==> config.mk <==
export PLATFORM = sky130hd
export DESIGN_NAME = dtluq_ram
export DESIGN_NICKNAME = d
export VERILOG_FILES = /design/src/sv/dtluq_ram.sv
export SDC_FILE = /design/constraint.sdc
export NUM_CORES = 1
export LEC_CHECK = 0
export BUFFER_PORTS_ARGS = -buffer_cell sky130_fd_sc_hd__buf_2
export CORE_ASPECT_RATIO = 1.1
export CORE_MARGIN = 2
export CORE_UTILIZATION = 30
export DETAILED_ROUTE_END_ITERATION = 8
export PLACE_DENSITY_LB_ADDON = 0.12
export RECOVER_POWER = 25
export SLEW_MARGIN = 20
export SYNTH_ARGS = -nofsm -noshare
export SYNTH_HDL_FRONTEND = slang
export SYNTH_SLANG_ARGS = --single-unit
==> constraint.sdc <==
create_clock -name clk -period 3 [get_ports clk]
set_clock_uncertainty 0.15 [all_clocks]
set_input_delay 0 -clock clk [delete_from_list [all_inputs] [get_ports clk]]
set_output_delay 0 -clock clk [all_outputs]
set_load 0.03 [all_outputs]
==> src/sv/dtluq_ram.sv <==
// ----------------------------------------------------------------------------
// dtluq_ram
// Simple dual-port RAM: one write port, one read port with registered data.
// ----------------------------------------------------------------------------
module dtluq_ram #(
  parameter int WIDTH = 8,
  parameter int DEPTH = 2
) (
  input  logic                     clk,
  input  logic                     we,
  input  logic [$clog2(DEPTH)-1:0] waddr,
  input  logic [WIDTH-1:0]         wdata,
  input  logic                     re,
  input  logic [$clog2(DEPTH)-1:0] raddr,
  output logic [WIDTH-1:0]         rdata
);

  logic [WIDTH-1:0] mem [DEPTH];

  always_ff @(posedge clk) begin
    if (we) begin
      mem[waddr] <= wdata;
    end
    if (re) begin
      rdata <= mem[raddr];
    end
  end

endmodule
== After elaboration in Yosys (flattened, before gate mapping) ==
Memories as Yosys holds them, arrays and structs flattened. A register that Yosys moved wholly into a read port is not among the register bits.
Index checks and enable logic that the tools add are counted.

* $add $sub $neg: 0
* $mul: 0
* Divide/modulo/power cells: 0
* Magnitude comparators: 0
* Eq/ne operators: 0
* Shifts and indexed selects: 0
* Multiplexer cells: 2
* Bitwise logic cells: 0
* Reduce and logical (&&, ||, !) cells: 0

{| class="wikitable"
|+ Operator list
! cell !! number
|-
| two-way mux 1 bit || 2
|}

* Register bits after elaboration: 0
* Bits in latches: 0
* RAM bits: 16
* ROM bits: 0
* Input bits: 13
* Output and inout bits: 8
* Word-level logic and storage cells: 3
* Memories kept: 1

{| class="wikitable"
|+ Memory list
! memory !! words !! bits a word !! rd ports !! clocked after memory_dff !! wr ports !! line !! source
|-
| mem || 2 || 8 || 1 || 1 || 1 || 18 || <nowiki>logic [WIDTH-1:0] mem [DEPTH];</nowiki>
|}

== Logic depth before layout (Yosys ltp) ==
Gate-level depths: netlist (run 1).

* Word-level depth: 2
* Depth in mapped cells: 2

== Worst setup path after synthesis (run 1) ==
Ideal clock, no wire load.

* Kind: reg-to-reg
* Start: memory mem[0][0]
* End: register rdata[0], read port of mem, data pin
* Arrival time: 0.590 ns
* Data required time: 2.590 ns
* Setup slack: 2.000 ns
* Stages on the path, launching flop included: 2
* Buffers on the path: 0
* Period minus slack after synthesis: 1.000 ns
* Cell sequence: edfxtp_1 > mux2_4

{| class="wikitable"
|+ RTL lines
! element !! line !! source
|-
| start, declared || 18 ||
|-
| end, declared || 15 || <nowiki>output logic [WIDTH-1:0] rdata</nowiki>
|}

No word-level cell between the ends.

== Worst setup path in the final report (run 1) ==
* Start: input port waddr
* End: memory mem[0][4], enable pin

{| class="wikitable"
|+ RTL lines
! element !! line !! source
|-
| start, declared || 11 || <nowiki>input logic [$clog2(DEPTH)-1:0] waddr,</nowiki>
|}

Straight into the memory's write port.

==> flow_metrics.py, run 1 <==
metrics = {
    "global_routing": {
        "grtUsageMet2": 0.1156,
        "grt_start_max_net_pins": 13,
        "top_usage_layer": "met2",
        "gr-total-overflow": 0,
        "antenna_found_initial": 0,
        "met3_usage": 0.03000,
        "grt_util_met1": 0.07869,
        "grt_pass1_vias": 399,
        "grt_pass1_wl_mm": 1.607,
        "track_usage": 0.07198,
    },
    "finish": {
        "final_cell_mix": "24 x edfxtp_1, 16 x buf_2, 10 x dlygate4sd3_1, 8 x mux2_4, 4 x clkbuf_1",
        "layoutNonFillerInstCount": 100,
        "fin_nets": 82,
        "design_area_um2": 1112,
        "final_common_cell": "edfxtp_1",
        "syn2layout_area_growth_pct": 28.65,
        "drive_gt1_frac": 0.4030,
        "num_antenna_cells": 0,
    },
    "logic_synthesis": {
        "yosys.area_share.simple": 0.01447,
        "syn-num-nets": 48,
        "synth_top_family_by_area": "multiplexers",
        "netlist_instances": 35,
        "synth-xor-area-share": 0,
        "ys_warn_count": 0,
        "seq_area_frac_synth": 0.8336,
        "synth_area_leader_cell": "edfxtp_1",
        "synth_area_per_cell_um2": 24.70,
        "muxShareOfSynthArea": 0.1389,
        "yosys-top-cells-area": "edfxtp_1 83%, mux2_4 14%, buf_6 1.3%, and2_1 0.72%, nor2b_1 0.72%",
        "synth.ff_latch_count": 24,
        "yosys.area.top_type_share": 0.8336,
        "synth_compound_area_frac": 0,
        "syn_area_um2": 864.6,
        "yosys.area_share.adder": 0,
        "ys_types": 5,
    },
    "floorplanning": {
        "core_area_um2": 2753,
        "dieArea_um2": 3328,
        "initial_core_util": 0.3141,
        "die_y_um": 60.31,
        "die_width_um": 55.19,
        "io_pins": 21,
        "rows": 20,
    },
    "worst_setup_path": {
        "crit_arrival_ns": 1.18,
        "worstRegToRegCells": 1,
        "r2r_slack_ns": 1.96,
        "worstReg2RegStart": "mem[0][5]",
        "criticalPathCategory": "in -> reg",
        "worst_path_largest_cell_delay_ns": 0.53,
        "worstPathCellList": "dlygate4sd3_1 > buf_2 > nor2b_1",
        "worstSetupEndpointType": "register",
        "crit_path_top_delay_cell": "dlygate4sd3_1",
        "start_kind": "primary input",
        "r2r-end": "rdata[5]",
        "worstPathMaxFanout": 8,
        "required_ns": 2.79,
    },
    "power": {
        "leakagePower_nw": 0.4222,
        "power_density_nw_per_um2": 535.4,
        "ir_worst_vdd_mv": 0.3173,
    },
    "placement": {
        "numPlacedInstances": 87,
        "port_buffers": 20,
        "dpl-instance-area_um2": 994.7,
        "finalWeightedCongestion": 0.6440,
    },
    "timing": {
        "fmax_ghz": 0.7205,
        "rsz0062_at_grt": "no",
        "hold_viol": 0,
        "setup_viol": 0,
        "fin_crit_ns": 1.388,
        "drv_slew": 0,
        "relSlewSlack": 0.5498,
        "tightest_slew_ns": 0.6739,
        "fin_hold_ws_ns": 0.05862,
        "fin_setup_tns_ns": 0,
        "period_share": 0.4626,
    },
    "clocking": {
        "htree_levels": 1,
        "clk_latency_ns": 0.29,
        "clk_path_buf_depth": 2,
        "cts_resized": 0,
        "clk_transition_reported_paths_ns": 0.11,
        "cts_buffers": 3,
        "cts_tree": "yes",
        "root_buffer": "clkbuf_4",
        "clkSinkCount": 24,
    },
    "route": {
        "wire_per_inst_um": 10.35,
        "viasPerCell": 3.970,
        "dr.pass1.iters": 4,
        "via_count": 397,
        "wl_mm": 1.035,
        "drt_first_iter_violations": 4,
        "route.detailed.drc": 0,
        "detail-route-antenna-nets": 0,
    },
    "min_path": {
        "holdCritStartpoint": "raddr",
        "min_path_type": "in -> reg",
        "hold_path_end": "rdata[1]",
        "holdPathStages": 2,
    },
    "status": {
        "status": "finished clean",
    },
    "run": {
        "drv_cap": 0,
    },
}
repair_timing:
item,in CTS,in global routing
buffers inserted,0,0
hold buffers,10,0
endpoints found under the hold margin,32,0
how the worst max path moves through the flow:
stage               startpoint         to  slack, ns  depth (start not counted)
floorplan            mem[0][0]   rdata[0]       2.00                          1
global placement         waddr  mem[0][5]       1.86                          2
detailed placement       waddr  mem[0][4]       1.81                          2
CTS                      waddr  mem[0][0]       1.59                          3
global route             waddr  mem[0][4]       1.57                          3
finish                   waddr  mem[0][4]       1.61                          3
state kept, by name, indices dropped and copies added (netlist names):
signal / cells
mem: 16
rdata: 8
cells in the mapped netlist:
master	count
mux2_4	8
edfxtp_1	24
and2_1	1
buf_6	1
nor2b_1	1
logic make-up (layout without fill, tap and decap cells):
group / Yosys count / after routing
AND/OR/NAND/NOR: 2 / 2
flip-flops: 24 / 24
buffers and inverters: 1 / 33
multiplexers: 8 / 8
where the power goes:
group | internal, mW | switching (mW)
registers | 0.396 | 0.00490
clock network | 0.0467 | 0.0810
logic | 0.0334 | 0.0341
metal layers:
layer  vias to the layer above  wire length, um  part of all wire
met3                         2               72             0.070
li1                        203                -                 -
met5                         -                0                 0
met2                        16              476              0.46
met4                         0                8            0.0077
met1                       176              478              0.46
worst max-delay path: cells and delay by family:
family / cells / cell delay, ns
buffers and inverters: 2 / 0.65
AND/OR/NAND/NOR: 1 / 0.53
final cells by class:
class	instances	area [um2]
well taps	33	41.29
repair buffers	30	195.2
flip-flops and latches	24	720.7
multi-input cells	10	132.6
fillers	253	1640
clock buffers	3	22.52
per-stage QoR:
| stage | power, mW | worst slack, ns | util |
|---|---|---|---|
| finish | 0.5956 | 1.612 | 0.4041 |
| global route | 0.6264 | 1.570 | 0.4041 |
| CTS | 0.6068 | 1.595 | 0.4059 |
| detailed placement | 0.4683 | 1.812 | 0.3614 |
| global placement | 0.4679 | 1.856 | 0.3614 |
| floorplan | 0.4478 | 2.000 | - |
(Power assumes the default switching activity.)
==> inputs of run 2 (changes only) <==
Clock period 3 ns to 1.4 ns, I/O delays scaled along.
==> flow_metrics.py, run 2 (same netlist as run 1, synthesis figures left out) <==
metrics = {
    "worst_setup_path": {
        "worstPathMaxFanout": 8,
        "crit_path_start": "waddr",
        "worstReg2RegStart": "mem[0][3]",
        "worstSetupEndpointType": "register",
        "worstRegToRegCells": 1,
        "crit_path_top_delay_cell": "dlygate4sd3_1",
        "r2r-end": "rdata[3]",
        "criticalPathCategory": "in -> reg",
        "r2r_slack_ns": 0.37,
        "crit_path_end": "mem[1][2]",
        "worstPathCellList": "dlygate4sd3_1 > buf_2 > and2_1",
        "crit_arrival_ns": 0.98,
        "worst_path_largest_cell_delay_ns": 0.52,
        "start_kind": "primary input",
        "required_ns": 1.22,
    },
    "timing": {
        "relSlewSlack": 0.7454,
        "fmax_ghz": 0.8623,
        "fin_hold_ws_ns": 0.06176,
        "fin_ws_ns": 0.2404,
        "setup_viol": 0,
        "fin_crit_ns": 1.160,
        "tightest_slew_ns": 0.3818,
        "period_share": 0.8283,
        "fin_setup_tns_ns": 0,
        "rsz0062_at_grt": "no",
        "drv_slew": 0,
        "hold_viol": 0,
    },
    "clocking": {
        "cts_setup_buffers": 0,
        "cts_buffers": 3,
        "clkSinkCount": 24,
        "htree_levels": 1,
        "clk_path_buf_depth": 2,
        "cts_tree": "yes",
        "root_buffer": "clkbuf_4",
        "clk_latency_ns": 0.30,
        "clk_transition_reported_paths_ns": 0.11,
        "cts_resized": 0,
    },
    "run": {
        "drv_cap": 0,
    },
    "finish": {
        "largest_register": "mem",
        "num_antenna_cells": 0,
        "final_common_cell": "edfxtp_1",
        "drive_gt1_frac": 0.3971,
        "layoutNonFillerInstCount": 101,
        "fin_nets": 83,
        "syn2layout_area_growth_pct": 29.38,
        "final_core_util": 0.4064,
        "largest_registers": "mem: 16 flops, rdata: 8 flops",
        "design_area_um2": 1119,
        "final_cell_mix": "24 x edfxtp_1, 14 x buf_2, 10 x dlygate4sd3_1, 8 x mux2_4, 5 x clkbuf_1",
        "largest_register_ffs": 16,
        "fill_cells": 268,
    },
    "global_routing": {
        "grt_start_max_net_pins": 13,
        "grt_util_met1": 0.08871,
        "track_usage": 0.07826,
        "top_usage_layer": "met2",
        "grtUsageMet2": 0.1259,
        "met3_usage": 0.02250,
        "grt_pass1_wl_mm": 1.745,
        "grt_pass1_vias": 409,
        "antenna_found_initial": 0,
        "gr-total-overflow": 0,
    },
    "min_path": {
        "holdPathStages": 3,
        "min_path_type": "in -> reg",
    },
    "route": {
        "detail-route-antenna-nets": 0,
        "via_count": 412,
        "wire_per_inst_um": 11.21,
        "route.detailed.drc": 0,
        "dr.pass1.iters": 2,
        "drt_first_iter_violations": 3,
        "wl_mm": 1.132,
        "viasPerCell": 4.079,
    },
    "placement": {
        "dpl-instance-area_um2": 1002,
        "numPlacedInstances": 88,
        "finalWeightedCongestion": 0.5963,
        "pre_cts_ws_ns": 0.3730,
        "port_buffers": 20,
    },
    "floorplanning": {
        "core_area_um2": 2753,
        "die_width_um": 55.19,
        "io_pins": 21,
        "initial_core_util": 0.3141,
        "rows": 20,
        "dieArea_um2": 3328,
        "die_y_um": 60.31,
    },
    "power": {
        "ir_worst_vdd_mv": 0.4450,
        "power_density_nw_per_um2": 1146,
        "leakagePower_nw": 0.4248,
        "p_total_mw": 1.282,
    },
    "status": {
        "status": "finished clean",
    },
}
## run 2: changes by cell type in the layout (fill, tap and decap cells not counted)
cell / before / now
buf_4: 0 / 1
buf_2: 16 / 14
clkbuf_1: 4 / 5
clkbuf_2: 0 / 1
## run 2: critical path, delay by kind of cell
kind | cells | cell delay, ns
buffers and inverters | 2 | 0.63
and+or+nand+nor | 1 | 0.35
## run 2: how the worst min path moves through the flow
stage	to	slack, ns	start
2_1_floorplan	mem[0][0]	-0.05	wdata[0]
3_5_place_dp	mem[1][0]	0.04	wdata[0]
5_1_grt	rdata[5]	0.05	raddr
6_report	mem[0][7]	0.06	we
3_3_place_gp	mem[0][4]	0.04	wdata[4]
4_1_cts	rdata[3]	0.05	raddr
## run 2: repair_timing
item                                    4_1_cts  5_1_grt
endpoints found under the hold margin        32        0
endpoints found under the setup margin        0        0
hold buffers                                 10        0
## run 2: area by class of cell
type                    count  area (um2)  area share
well taps                  33       41.29     0.03691
repair buffers             31       201.4      0.1801
clock buffers               3       22.52     0.02013
multi-input cells          10       132.6      0.1186
flip-flops and latches     24       720.7      0.6443
## run 2: where the power goes
| group | internal (mW) | switching (mW) |
|---|---|---|
| registers | 0.847 | 0.0102 |
| clock network | 0.100 | 0.177 |
| logic | 0.0730 | 0.0748 |
| total | 1.02 | 0.262 |
## run 2: per-layer routing
metal / vias to the layer above / wire length [um]
met3: 2 / 88
li1: 203 / -
met5: - / 0
met1: 189 / 492
met2: 18 / 534
met4: 0 / 17
==> inputs of run 3 (changes only) <==
Clock period 1.4 ns to 1.2 ns, I/O delays scaled along.
==> flow_metrics.py, run 3 (same netlist as run 1, synthesis figures left out) <==
metrics = {
    "route": {
        "dr.pass1.iters": 2,
        "drt_first_iter_violations": 3,
        "via_count": 412,
        "wire_per_inst_um": 11.22,
        "route.detailed.drc": 0,
        "detail-route-antenna-nets": 0,
        "viasPerCell": 4.079,
        "wl_mm": 1.133,
    },
    "finish": {
        "largest_register_ffs": 16,
        "largest_registers": "mem: 16 flops, rdata: 8 flops",
        "num_antenna_cells": 0,
        "final_core_util": 0.4068,
        "fin_nets": 83,
        "final_cell_mix": "24 x edfxtp_1, 14 x buf_2, 10 x dlygate4sd3_1, 8 x mux2_4, 5 x clkbuf_1",
        "final_common_cell": "edfxtp_1",
        "syn2layout_area_growth_pct": 29.52,
        "largest_register": "mem",
        "drive_gt1_frac": 0.4118,
    },
    "timing": {
        "fin_ws_ns": 0.1336,
        "fin_setup_tns_ns": 0,
        "hold_viol": 0,
        "drv_slew": 0,
        "fin_crit_ns": 1.066,
        "tightest_slew_ns": 0.2764,
        "setup_viol": 0,
        "rsz0062_at_grt": "no",
        "fmax_ghz": 0.9377,
        "period_share": 0.8887,
        "relSlewSlack": 0.8157,
    },
    "floorplanning": {
        "io_pins": 21,
        "die_y_um": 60.31,
        "rows": 20,
        "core_area_um2": 2753,
        "dieArea_um2": 3328,
        "die_width_um": 55.19,
        "initial_core_util": 0.3141,
    },
    "clocking": {
        "root_buffer": "clkbuf_4",
        "cts_tree": "yes",
        "cts_buffers": 3,
        "clkSinkCount": 24,
        "clk_transition_reported_paths_ns": 0.11,
        "cts_setup_buffers": 0,
        "clk_path_buf_depth": 2,
        "htree_levels": 1,
        "clk_latency_ns": 0.30,
    },
    "status": {
        "status": "finished clean",
    },
    "power": {
        "ir_worst_vdd_mv": 0.5217,
        "leakagePower_nw": 0.4255,
        "p_total_mw": 1.496,
        "power_density_nw_per_um2": 1336,
    },
    "global_routing": {
        "grt_pass1_wl_mm": 1.745,
        "antenna_found_initial": 0,
        "grt_start_max_net_pins": 13,
        "grt_pass1_vias": 409,
        "gr-total-overflow": 0,
        "track_usage": 0.07826,
    },
    "worst_setup_path": {
        "required_ns": 1.07,
        "worstPathCellList": "dlygate4sd3_1 > buf_2 > nor2b_1 > buf_4",
        "worstPathMaxFanout": 8,
        "crit_path_start": "waddr",
        "start_kind": "primary input",
        "worst_path_largest_cell_delay_ns": 0.53,
        "crit_arrival_ns": 0.94,
        "worstReg2RegStart": "mem[0][3]",
        "crit_path_top_delay_cell": "dlygate4sd3_1",
        "worstSetupEndpointType": "register",
        "criticalPathCategory": "in -> reg",
    },
    "placement": {
        "port_buffers": 20,
        "pre_cts_ws_ns": 0.1730,
        "finalWeightedCongestion": 0.5962,
    },
    "min_path": {
        "min_path_type": "in -> reg",
        "holdCritStartpoint": "we",
    },
    "run": {
        "drv_cap": 0,
    },
}
run 3: stage by stage:
step | instances | hold slack (ns) | instance area, um2
floorplan | 35 | -0.05113 | 864.6
global placement | 88 | 0.03999 | 1002
detailed placement | 88 | 0.04314 | 1002
CTS | 101 | 0.05178 | 1125
global route | 101 | 0.04964 | 1120
finish | 101 | 0.04315 | 1120
run 3: what timing repair did:
action / CTS / global route
endpoints found under the setup margin: 0 / 2
hold buffers: 10 / 0
hold endpoints to repair: 32 / 0
gates resized for setup: 0 / 1
run 3: where the power goes:
part | leakage (nW) | internal, mW | switching, mW
clock | 0.0138 | 0.117 | 0.206
combinational | 0.183 | 0.0856 | 0.0873
sequential | 0.228 | 0.989 | 0.0118
run 3: final cells by class:
| class | instances | area, um2 |
|---|---|---|
| sequential | 24 | 720.7 |
| clock buffer | 3 | 22.52 |
| multi-input combinational | 10 | 133.9 |
| fill | 268 | 1633 |
| timing repair buffer | 31 | 201.4 |
| tap | 33 | 41.29 |
run 3: layer usage:
metal	wire length, um	track usage	share of wire
met5	0	0	0
met4	17	0.05226	0.015
met3	88	0.02250	0.078
met2	534	0.1259	0.47
met1	492	0.08871	0.43
run 3: critical path, delay by kind of cell:
kind	cells	cell delay [ns]
buf+inv	3	0.83
simple gates	1	0.09
run 3: final timing paths:
path,slack [ns],to,cells past startpoint
setup / recovery,0.13,mem[0][2],4
setup reg to reg,0.17,rdata[3],1
hold / removal,0.04,mem[1][7],2
hold reg to reg,0.41,rdata[0],1
